==> config.mk <==
export PLATFORM = sky130hd
export DESIGN_NAME = modular_dot_product_top
export DESIGN_NICKNAME = d
export VERILOG_FILES = /design/src/hw/rtl/mdp_pkg.sv /design/src/hw/rtl/mdp_front.sv /design/src/hw/rtl/mdp_queue.sv /design/src/hw/rtl/mdp_back.sv /design/src/hw/rtl/modular_dot_product_top.sv
export SDC_FILE = /design/constraint.sdc
export NUM_CORES = 2
export LEC_CHECK = 0
export CAP_MARGIN = 5
export CORE_MARGIN = 3
export CORE_UTILIZATION = 57
export DETAILED_ROUTE_END_ITERATION = 6
export DONT_BUFFER_PORTS = 1
export PLACE_DENSITY = 0.83
export SLEW_MARGIN = 40
export SYNTH_ARGS = -nofsm -noshare
export SYNTH_HDL_FRONTEND = slang
export SYNTH_HIERARCHICAL = 1
export SYNTH_SLANG_ARGS = --single-unit
==> constraint.sdc <==
create_clock -name clock -period 15.8 [get_ports clock]
set_clock_uncertainty 0.15 [all_clocks]
set_input_delay 2.37 -clock clock [delete_from_list [all_inputs] [get_ports clock]]
set_output_delay 2.37 -clock clock [all_outputs]
set_load 0.005 [all_outputs]
==> src/hw/rtl/mdp_pkg.sv <==
// ----------------------------------------------------------------------------
// mdp_pkg: shared types and constants for the modular dot product
// Widths of element and accumulator words, and the queue status group.
// ----------------------------------------------------------------------------
`default_nettype none

package mdp_pkg;

   localparam int ELEM_W = 32;
   localparam int ACC_W  = 64;
   localparam int CNT_W  = $clog2(ACC_W);

   typedef logic [ELEM_W-1:0] elem_type;
   typedef logic [ACC_W-1:0]  acc_type;

   typedef struct packed {
      logic full;
      logic empty;
   } q_stat_type;

endpackage

`default_nettype wire

==> src/hw/rtl/mdp_front.sv <==
// ----------------------------------------------------------------------------
// mdp_front: element intake and multiply-accumulate
// Registers each product, adds it into the wrapping accumulator and pushes
// the finished sum of a vector into the queue as the last product leaves its register.
// ----------------------------------------------------------------------------
`default_nettype none

module mdp_front (
   input  wire logic                clock,
   input  wire logic                reset,
   input  wire logic                req_tvalid,
   output logic                     req_tready,
   input  wire mdp_pkg::elem_type   elem_a,
   input  wire mdp_pkg::elem_type   elem_b,
   input  wire logic                req_tlast,
   input  wire mdp_pkg::q_stat_type q_stat,
   output logic                     push,
   output mdp_pkg::acc_type         push_data
);

   logic             s1_valid_ff;
   logic             s1_last_ff;
   mdp_pkg::acc_type s1_prod_ff;
   mdp_pkg::acc_type acc_ff;
   mdp_pkg::acc_type acc_in;
   mdp_pkg::acc_type sum;
   logic             s1_advance;

   assign sum        = acc_ff + s1_prod_ff;
   assign s1_advance = s1_valid_ff && (!s1_last_ff || !q_stat.full);
   assign req_tready = !s1_valid_ff || s1_advance;
   assign push       = s1_valid_ff && s1_last_ff && !q_stat.full;
   assign push_data  = sum;
   assign acc_in     = s1_last_ff ? '0 : sum;

   always_ff @(posedge clock) begin
      if (reset) begin
         s1_valid_ff <= 1'b0;
         acc_ff      <= '0;
      end else begin
         if (req_tready) begin
            s1_valid_ff <= req_tvalid;
         end
         if (s1_advance) begin
            acc_ff <= acc_in;
         end
      end
      if (req_tvalid && req_tready) begin
         s1_prod_ff <= mdp_pkg::ACC_W'(elem_a) * mdp_pkg::ACC_W'(elem_b);
         s1_last_ff <= req_tlast;
      end
   end

endmodule

`default_nettype wire

==> src/hw/rtl/mdp_queue.sv <==
// ----------------------------------------------------------------------------
// mdp_queue: short queue of finished vector sums
// First-word-fall-through register queue between intake and reduction.
// ----------------------------------------------------------------------------
`default_nettype none

module mdp_queue #(
   parameter int DEPTH = 2
) (
   input  wire logic                clock,
   input  wire logic                reset,
   input  wire logic                push,
   input  wire mdp_pkg::acc_type    push_data,
   input  wire logic                pop,
   output mdp_pkg::acc_type         pop_data,
   output mdp_pkg::q_stat_type      q_stat
);

   localparam int PTR_W = (DEPTH > 1) ? $clog2(DEPTH) : 1;
   localparam int CNT_W = $clog2(DEPTH + 1);

   mdp_pkg::acc_type  mem_ff [DEPTH];
   logic [PTR_W-1:0]  wr_ptr_ff;
   logic [PTR_W-1:0]  rd_ptr_ff;
   logic [CNT_W-1:0]  count_ff;
   logic              do_push;
   logic              do_pop;

   assign q_stat.full  = (count_ff == CNT_W'(DEPTH));
   assign q_stat.empty = (count_ff == '0);
   assign do_push      = push && !q_stat.full;
   assign do_pop       = pop && !q_stat.empty;
   assign pop_data     = mem_ff[rd_ptr_ff];

   always_ff @(posedge clock) begin
      if (reset) begin
         wr_ptr_ff <= '0;
         rd_ptr_ff <= '0;
         count_ff  <= '0;
      end else begin
         if (do_push) begin
            wr_ptr_ff <= (wr_ptr_ff == PTR_W'(DEPTH - 1)) ? '0 : wr_ptr_ff + 1'b1;
         end
         if (do_pop) begin
            rd_ptr_ff <= (rd_ptr_ff == PTR_W'(DEPTH - 1)) ? '0 : rd_ptr_ff + 1'b1;
         end
         if (do_push && !do_pop) begin
            count_ff <= count_ff + 1'b1;
         end else if (do_pop && !do_push) begin
            count_ff <= count_ff - 1'b1;
         end
      end
      if (do_push) begin
         mem_ff[wr_ptr_ff] <= push_data;
      end
   end

endmodule

`default_nettype wire

==> src/hw/rtl/mdp_back.sv <==
// ----------------------------------------------------------------------------
// mdp_back: modular reduction and result register
// Bit-serial restoring remainder, one dividend bit per cycle, then a
// result register toward the output channel. A zero modulus skips the remainder.
// ----------------------------------------------------------------------------
`default_nettype none

module mdp_back (
   input  wire logic                clock,
   input  wire logic                reset,
   input  wire mdp_pkg::q_stat_type q_stat,
   input  wire mdp_pkg::acc_type    pop_data,
   output logic                     pop,
   input  wire mdp_pkg::acc_type    modulus,
   output logic                     rsp_tvalid,
   input  wire logic                rsp_tready,
   output mdp_pkg::acc_type         rsp_tdata
);

   typedef enum logic [1:0] {
      IDLE,
      RUN,
      HOLD
   } state_type;

   state_type                state_ff;
   mdp_pkg::acc_type         div_ff;
   mdp_pkg::acc_type         rem_ff;
   mdp_pkg::acc_type         rem_in;
   mdp_pkg::acc_type         n_ff;
   logic [mdp_pkg::CNT_W-1:0] cnt_ff;
   logic                     out_valid_ff;
   mdp_pkg::acc_type         out_data_ff;
   logic [mdp_pkg::ACC_W:0]  trial;
   logic                     out_free;

   assign pop        = (state_ff == IDLE) && !q_stat.empty;
   assign trial      = {rem_ff, div_ff[mdp_pkg::ACC_W-1]};
   assign rem_in     = (trial >= {1'b0, n_ff}) ?
                       mdp_pkg::ACC_W'(trial - {1'b0, n_ff}) : trial[mdp_pkg::ACC_W-1:0];
   assign out_free   = !out_valid_ff || rsp_tready;
   assign rsp_tvalid = out_valid_ff;
   assign rsp_tdata  = out_data_ff;

   always_ff @(posedge clock) begin
      if (reset) begin
         state_ff     <= IDLE;
         out_valid_ff <= 1'b0;
      end else begin
         if ((state_ff == HOLD) && out_free) begin
            out_valid_ff <= 1'b1;
         end else if (rsp_tready) begin
            out_valid_ff <= 1'b0;
         end
         case (state_ff)
            IDLE: begin
               if (pop) begin
                  div_ff <= pop_data;
                  n_ff   <= modulus;
                  cnt_ff <= '0;
                  if (modulus == '0) begin
                     rem_ff   <= pop_data;
                     state_ff <= HOLD;
                  end else begin
                     rem_ff   <= '0;
                     state_ff <= RUN;
                  end
               end
            end
            RUN: begin
               rem_ff <= rem_in;
               div_ff <= {div_ff[mdp_pkg::ACC_W-2:0], 1'b0};
               cnt_ff <= cnt_ff + 1'b1;
               if (cnt_ff == '1) begin
                  state_ff <= HOLD;
               end
            end
            HOLD: begin
               if (out_free) begin
                  out_data_ff  <= rem_ff;
                  state_ff     <= IDLE;
               end
            end
            default: begin
               state_ff <= IDLE;
            end
         endcase
      end
   end

endmodule

`default_nettype wire

==> src/hw/rtl/modular_dot_product_top.sv <==
// ----------------------------------------------------------------------------
// modular_dot_product_top: streaming dot product reduced modulo n
// Usage:
//   req_* carries one element pair per transfer; req_tlast marks the final
//   pair of a vector. rsp_* gives one 64-bit remainder per vector.
//   csr_wen/csr_wdata write the modulus; write it only while idle.
//   Intake takes one pair per cycle unless a last pair waits on a full
//   queue: a 32x32 multiply stage feeds the 64-bit wrapping accumulator.
//   The sum of a vector enters a short queue; the reduction unit takes one
//   dividend bit per cycle and takes no new sum from the queue until its
//   result has moved into the result register.
//   A zero modulus skips the reduction and returns the raw sum.
//   When rsp_tready is low the result register holds; the queue absorbs
//   further sums, and once it fills req_tready drops on a last transfer.
//   Reset clears the accumulator, the queue and the output, and sets the
//   modulus to 1.
// ----------------------------------------------------------------------------
`default_nettype none

module modular_dot_product_top #(
   parameter int QUEUE_DEPTH = 2
) (
   input  wire logic        clock,
   input  wire logic        reset,
   input  wire logic        req_tvalid,
   output logic             req_tready,
   input  wire logic [63:0] req_tdata,   // [31:0] elem_a, [63:32] elem_b
   input  wire logic        req_tlast,
   output logic             rsp_tvalid,
   input  wire logic        rsp_tready,
   output logic [63:0]      rsp_tdata,   // [63:0] dot_mod
   input  wire logic        csr_wen,
   input  wire logic [63:0] csr_wdata
);

   mdp_pkg::acc_type    modulus_ff;
   mdp_pkg::q_stat_type q_stat;
   mdp_pkg::acc_type    push_data;
   mdp_pkg::acc_type    pop_data;
   logic                push;
   logic                pop;

   always_ff @(posedge clock) begin
      if (reset) begin
         modulus_ff <= mdp_pkg::acc_type'(1);
      end else if (csr_wen) begin
         modulus_ff <= csr_wdata;
      end
   end

   mdp_front u_front (
      .clock      (clock),
      .reset      (reset),
      .req_tvalid (req_tvalid),
      .req_tready (req_tready),
      .elem_a     (req_tdata[31:0]),
      .elem_b     (req_tdata[63:32]),
      .req_tlast  (req_tlast),
      .q_stat     (q_stat),
      .push       (push),
      .push_data  (push_data)
   );

   mdp_queue #(
      .DEPTH (QUEUE_DEPTH)
   ) u_queue (
      .clock     (clock),
      .reset     (reset),
      .push      (push),
      .push_data (push_data),
      .pop       (pop),
      .pop_data  (pop_data),
      .q_stat    (q_stat)
   );

   mdp_back u_back (
      .clock      (clock),
      .reset      (reset),
      .q_stat     (q_stat),
      .pop_data   (pop_data),
      .pop        (pop),
      .modulus    (modulus_ff),
      .rsp_tvalid (rsp_tvalid),
      .rsp_tready (rsp_tready),
      .rsp_tdata  (rsp_tdata)
   );

endmodule

`default_nettype wire

; After elaboration in Yosys (flattened, before gate mapping)
; Memory sizes are Yosys's and may differ from the RTL's. A register that Yosys moved wholly into a read port is not among the register bits.
; Cells that the tools add are included.
[totals]
out_inout_bits = 66
romBits = 0
word_cells = 87
latch_bits = 0
in_bits = 134
memories = 1
ramBits = 128
regBits = 463
[memory_table]
columns = name, depth, width, rd, rd_clocked_by_memory_dff, write_ports, line
row1 = u_queue.mem_ff, 2, 64, 1, 1, 1, mdp_queue.sv:22  ; mdp_pkg::acc_type mem_ff [DEPTH];
[op_classes]
n_addsub = 7
shifts = 0
div = 0
eq_ne = 7
mux = 24
magnitude_cmp = 1
bitwise = 1
mul = 1
reduce_logical = 30
[ops]
columns = op, count
row1 = 64-bit two-way mux, 5
row2 = 64-bit one-hot mux with 2 select lines, 2
row3 = 65-bit by 64-bit greater-or-equal comparator with 1-bit output, 1
row4 = 64-bit adder, 1
row5 = 64-bit logical NOT, 1
row6 = 32-bit by 32-bit multiplier with 64-bit output, 1
row7 = 64-bit subtractor, 1
row8 = 2-bit two-way mux, 6
row9 = 6-bit one-hot mux with 2 select lines, 1
row10 = 3-bit AND reduction, 4
row11 = 1-bit logical AND, 10
row12 = 1-bit two-way mux, 8
row13 = 1-bit logical NOT, 7
row14 = "6-bit by 1-bit adder with 6-bit output, second input constant", 1
row15 = "6-bit equality test, second input constant", 1
row16 = 6-bit two-way mux, 1
row17 = 2-bit one-hot mux with 3 select lines, 1
row18 = 2-bit nonzero test, 3
row19 = "2-bit equality test, second input constant", 2
row20 = 2-bit logical NOT, 2
row21 = "2-bit by 1-bit inequality test with 1-bit output, second input constant", 2
row22 = 1-bit logical OR, 3
row23 = "1-bit adder, second input constant", 2
row24 = "2-bit by 1-bit adder with 2-bit output, second input constant", 1
row25 = other kinds (4), 4

; Depth between registers and ports, before layout
[logic_depth]
depth_word = 8
mapped_depth = 30

; By module
; Netlist, hierarchy kept.
[by_module_without_submodules]
columns = module, seq_area_each_um2, area_each_um2, n_inst, cells_per_inst
row1 = mdp_front, 3253.1, 41378.4, 1, 4552
row2 = mdp_back, 7927.6, 14577.7, 1, 1403
row3 = mdp_queue, 3943.8, 4832.1, 1, 224
row4 = modular_dot_product_top, 1281.2, 2294.7, 1, 206

; Worst setup path after synthesis
; No wires, ideal clock.
[synth_timing]
path_kind = input port to flip-flop
start = input port reset
end = register u_back/cnt_ff[0] (netlist name) (enable)
path_buffers = 0
stages = 1
slack_ps = 2675
required_time_ps = 14823
setup_time_ps = 827
arrival_ps = 12148
path_cell_list = a211oi_1
[synth_between]
elab_chain_cells = 2
[synth_rtl]
columns = element, line
row1 = start: declaration, modular_dot_product_top.sv:24  ; input wire logic reset,
row2 = 1-bit NOT (no source line), -
row3 = 3-bit AND reduction (no source line), -
row4 = end signal: assignment, mdp_back.sv:73  ; cnt_ff <= cnt_ff + 1'b1;
row5 = end: declaration, mdp_back.sv:31  ; logic [mdp_pkg::CNT_W-1:0] cnt_ff;
; Every way passes these cells.
; A chain may end at the register's enable or synchronous reset.

; Worst setup path in the final report
[layout_timing]
start = input port req_tdata[17]
end = register u_front.s1_prod_ff[56], data pin
[layout_between]
elab_chain_cells = 1
[layout_rtl]
columns = element, line
row1 = start: declaration, modular_dot_product_top.sv:27  ; input wire logic [63:0] req_tdata,
row2 = 32-bit by 32-bit multiplier with 64-bit output, mdp_front.sv:49  ; s1_prod_ff <= mdp_pkg::ACC_W'(elem_a) * mdp_pkg::ACC_W'(elem_b);
row3 = end signal: assignment, mdp_front.sv:49
row4 = end: declaration, mdp_front.sv:23  ; mdp_pkg::acc_type s1_prod_ff;
; Every way passes these cells.

==> run metrics <==
Worst Hold Path EP u_back/rsp_tdata[3]; Critical Path Start Type input port; number of global-route vias before repair 46175; max_slew headroom 35.6%; 1st-iter DRT viols 4511; setup tns final 0 ns; # IOs 200; CTS max path bufs 3; worst-path fanout max 32; Post-Syn Nets roughly 7800; Setup CP Type in2reg; Worst R2R Setup Slack 11.40 ns; Reg2Reg Depth 14; Yosys reg bits 592; Die H 339 um; DPL Wire Length 130000 um; Critical Path End Type flip-flop; post-DR wirelength/cell 22.4 um; Core Rows between 100 and 150; Netlist cell types 96; first-pass GRT wire length 267000 um; post-CTS setup repair buffer count 0; Worst-Margin Slew 0.957 ns; RR Endpoint u_back/rem_ff[62]; Syn Inst Count 6385; clk_lat worst skew around 0.66 ns; H-tree depth 2; fill count 8823; Hold Buf Count CTS 0; Synth Cell Area 0.0631 mm2; CP Cell Sequence and2_1 > fa_1 > fa_1 > inv_1 > fa_1 > fa_1 > inv_1 > fa_1 > inv_1 > fa_1 > fa_1 > fa_1 > inv_1 > ha_1 > and3_1 > a221o_1 > a21oi_1 > nor3_1 > a21oi_1 > a21oi_1 > a41oi_1 > o21ai_1 > a41oi_1 > xnor2_1; TritonCTS Buffers 55; Layout Nets 7536; Stages on worst setup path 24; number of port buffers 0; crit-path most repeated cell fa_1; CTS tree yes; via/cell ratio 5.99; CP top delay family adder cells; DRC Markers 0; RR Startpoint u_back/div_ff[63]; ys flop type edfxtp_1; Synth async-reset ratio 0%; Resized Gates After CTS 0; hold slack 0.283 ns; Hold Path Cell Cnt 0; CTS Sinks 592; Total Routing Usage GR 29.5%; Die ar. 0.115 mm2; DRT Wirelength 171000 um; largest net degree at the start of global routing 107; status finished clean; DR vias around 46000; initial antenna violation count 6; fmax 105 MHz; yosys warns 6; maxcap violations 0; endpoints failing setup 0; placer's final routability congestion estimate 0.963; worst hold path startpoint u_back/rem_ff[3]; Starting Density 57.7%; share of post-route cells with drive strength above 1 3.86%; WP buf/inv 4; CP max stage delay 0.55 ns; Final Slew Violations 0; area grow syn2layout 3.98%; Root Driver clkbuf_16; Worst Path Arrival approximately 10 ns; Syn Area/Cell 9.88 um2; sequential share of the synthesized area 26.0%; Hold Crit Class reg2reg; Reg clk slew, reported paths approximately 0.070 ns; Core ar. 0.109 mm2; RSZ-0062 raised after global routing false; Period minus WS final 9.54 ns; Fin. Hold Viols 0; Req. time, crit path approximately 16 ns; grt ovf 0; TritonRoute pass-1 iters 5; DIE WIDTH 339 um; period utilization 60.4%; highest-delay cell along the critical path fa_1; Routed Antenna Nets 0; number of synthesized flops with an enable pin 455
-- per-stage QoR --
step / setup WS [ns] / area, um2 / utilization (%) / std cells
floorplan: 2.68 / 63100 / - / 6385
global placement: 5.90 / 63600 / 58.2 / 7529
detailed placement: 5.71 / 63700 / 58.3 / 7530
CTS: 6.40 / 65600 / 60.0 / 7634
global route: 6.11 / 65600 / 60.0 / 7635
finish: 6.26 / 65600 / 60.0 / 7638
-- cells by family after synthesis --
logic type | share of synthesized area (%)
multiplexers | 2.45
adder cells (fa/ha/maj) | 36.3
XOR/XNOR | 2.51
AND/OR/NAND/NOR | 15.3
AO/OA/AOI/OAI | 9.04
buffers and inverters | 8.38
flip-flops | 26.0
-- flip-flops by register name, indices dropped and copies added (netlist names), named ones only --
| register | flops |
|---|---|
| modulus_ff | 64 |
| u_back/state_ff | 2 |
| u_back/rem_ff | 64 |
| u_back/div_ff | 64 |
| u_back/rsp_tvalid | 1 |
| u_front/s1_last_ff | 1 |
| u_queue/rd_ptr_ff | 1 |
| u_back/n_ff | 64 |
| u_queue/count_ff | 2 |
| u_queue/wr_ptr_ff | 1 |
| u_back/rsp_tdata | 64 |
| u_front/acc_ff | 64 |
| u_front/s1_valid_ff | 1 |
| u_back/cnt_ff | 6 |
| u_queue/mem_ff | 128 |
| u_front/s1_prod_ff | 64 |
-- placed cells by master, fill, tap and decap left out, types with 14 or more instances in the layout --
cell       Yosys  layout
a211oi_1      19      18
o21ai_0      106     106
or3_1         14      14
o211ai_1      22      22
and2_1       644     642
mux2_2        66      66
a21o_1       126     126
nor3_1        36      35
a22oi_1       30      30
inv_1       1009    1008
nand2b_1      21      21
a31oi_1       35      35
mux2i_1       80      80
a21oi_1      260     259
clkbuf_16      0      58
o21bai_1      34      34
a22o_1        34      34
o22ai_1       28      28
ha_1         392     392
edfxtp_1     455     455
nand3_1       59      59
dfxtp_1      137     136
and3_1        20      20
xnor2_1      112     112
o21a_1        24      24
nor2b_1       21      21
o21ai_1       30      30
nor2_1       244     243
nand4_1       55      55
nor4_1        25      21
xor2_1        69      69
nand2_1      762     761
fa_1         898     898
-- worst max-delay path by stage --
stage                   from                endpoint  slack [ns]
3_5_place_dp   req_tdata[17]  u_front/s1_prod_ff[56]        5.71
2_1_floorplan          reset        u_back/cnt_ff[0]        2.68
3_3_place_gp   req_tdata[17]  u_front/s1_prod_ff[56]        5.90
5_1_grt        req_tdata[17]  u_front/s1_prod_ff[56]        6.11
6_report       req_tdata[17]  u_front/s1_prod_ff[56]        6.26
4_1_cts        req_tdata[17]  u_front/s1_prod_ff[56]        6.40
-- area by class of cell --
cell class,count,area (um2),share of cell area [%]
diodes,3,7.51,0.0114
clock buffers,75,1580,2.40
inverters,1009,3790,5.77
repair buffers,21,209,0.319
well taps,1476,1850,2.82
flip-flops and latches,592,16400,25.0
multi-input cells,4433,41500,63.2
clock inverters,29,293,0.446
-- cells in the mapped netlist, types with 35 or more instances --
master / n / area [um2]
inv_1: 1009 / 3790
fa_1: 898 / 18000
nand2_1: 762 / 2860
and2_1: 644 / 4030
edfxtp_1: 455 / 13700
ha_1: 392 / 4900
clkbuf_1: 296 / 1110
a21oi_1: 260 / 1300
nor2_1: 244 / 916
dfxtp_1: 137 / 2740
a21o_1: 126 / 946
xnor2_1: 112 / 981
o21ai_0: 106 / 531
mux2i_1: 80 / 801
xor2_1: 69 / 604
mux2_2: 66 / 743
nand3_1: 59 / 295
nand4_1: 55 / 344
nor3_1: 36 / 180
a31oi_1: 35 / 219
-- per-layer routing --
| metal | vias up | share of wire, % | wire length, um | track usage, % |
|---|---|---|---|---|
| met4 | 4 | 3.1 | 5350 | 8.65 |
| li1 | 19947 | - | - | - |
| met5 | - | 0.015 | 25 | 0 |
| met2 | 2550 | 47 | 79700 | 47.6 |
| met1 | 22900 | 39 | 67500 | 39.9 |
| met3 | 352 | 11 | 18500 | 7.04 |
Power is not shown: default switching activity piles up to over one toggle a cycle in this logic, so the estimate is an artifact.
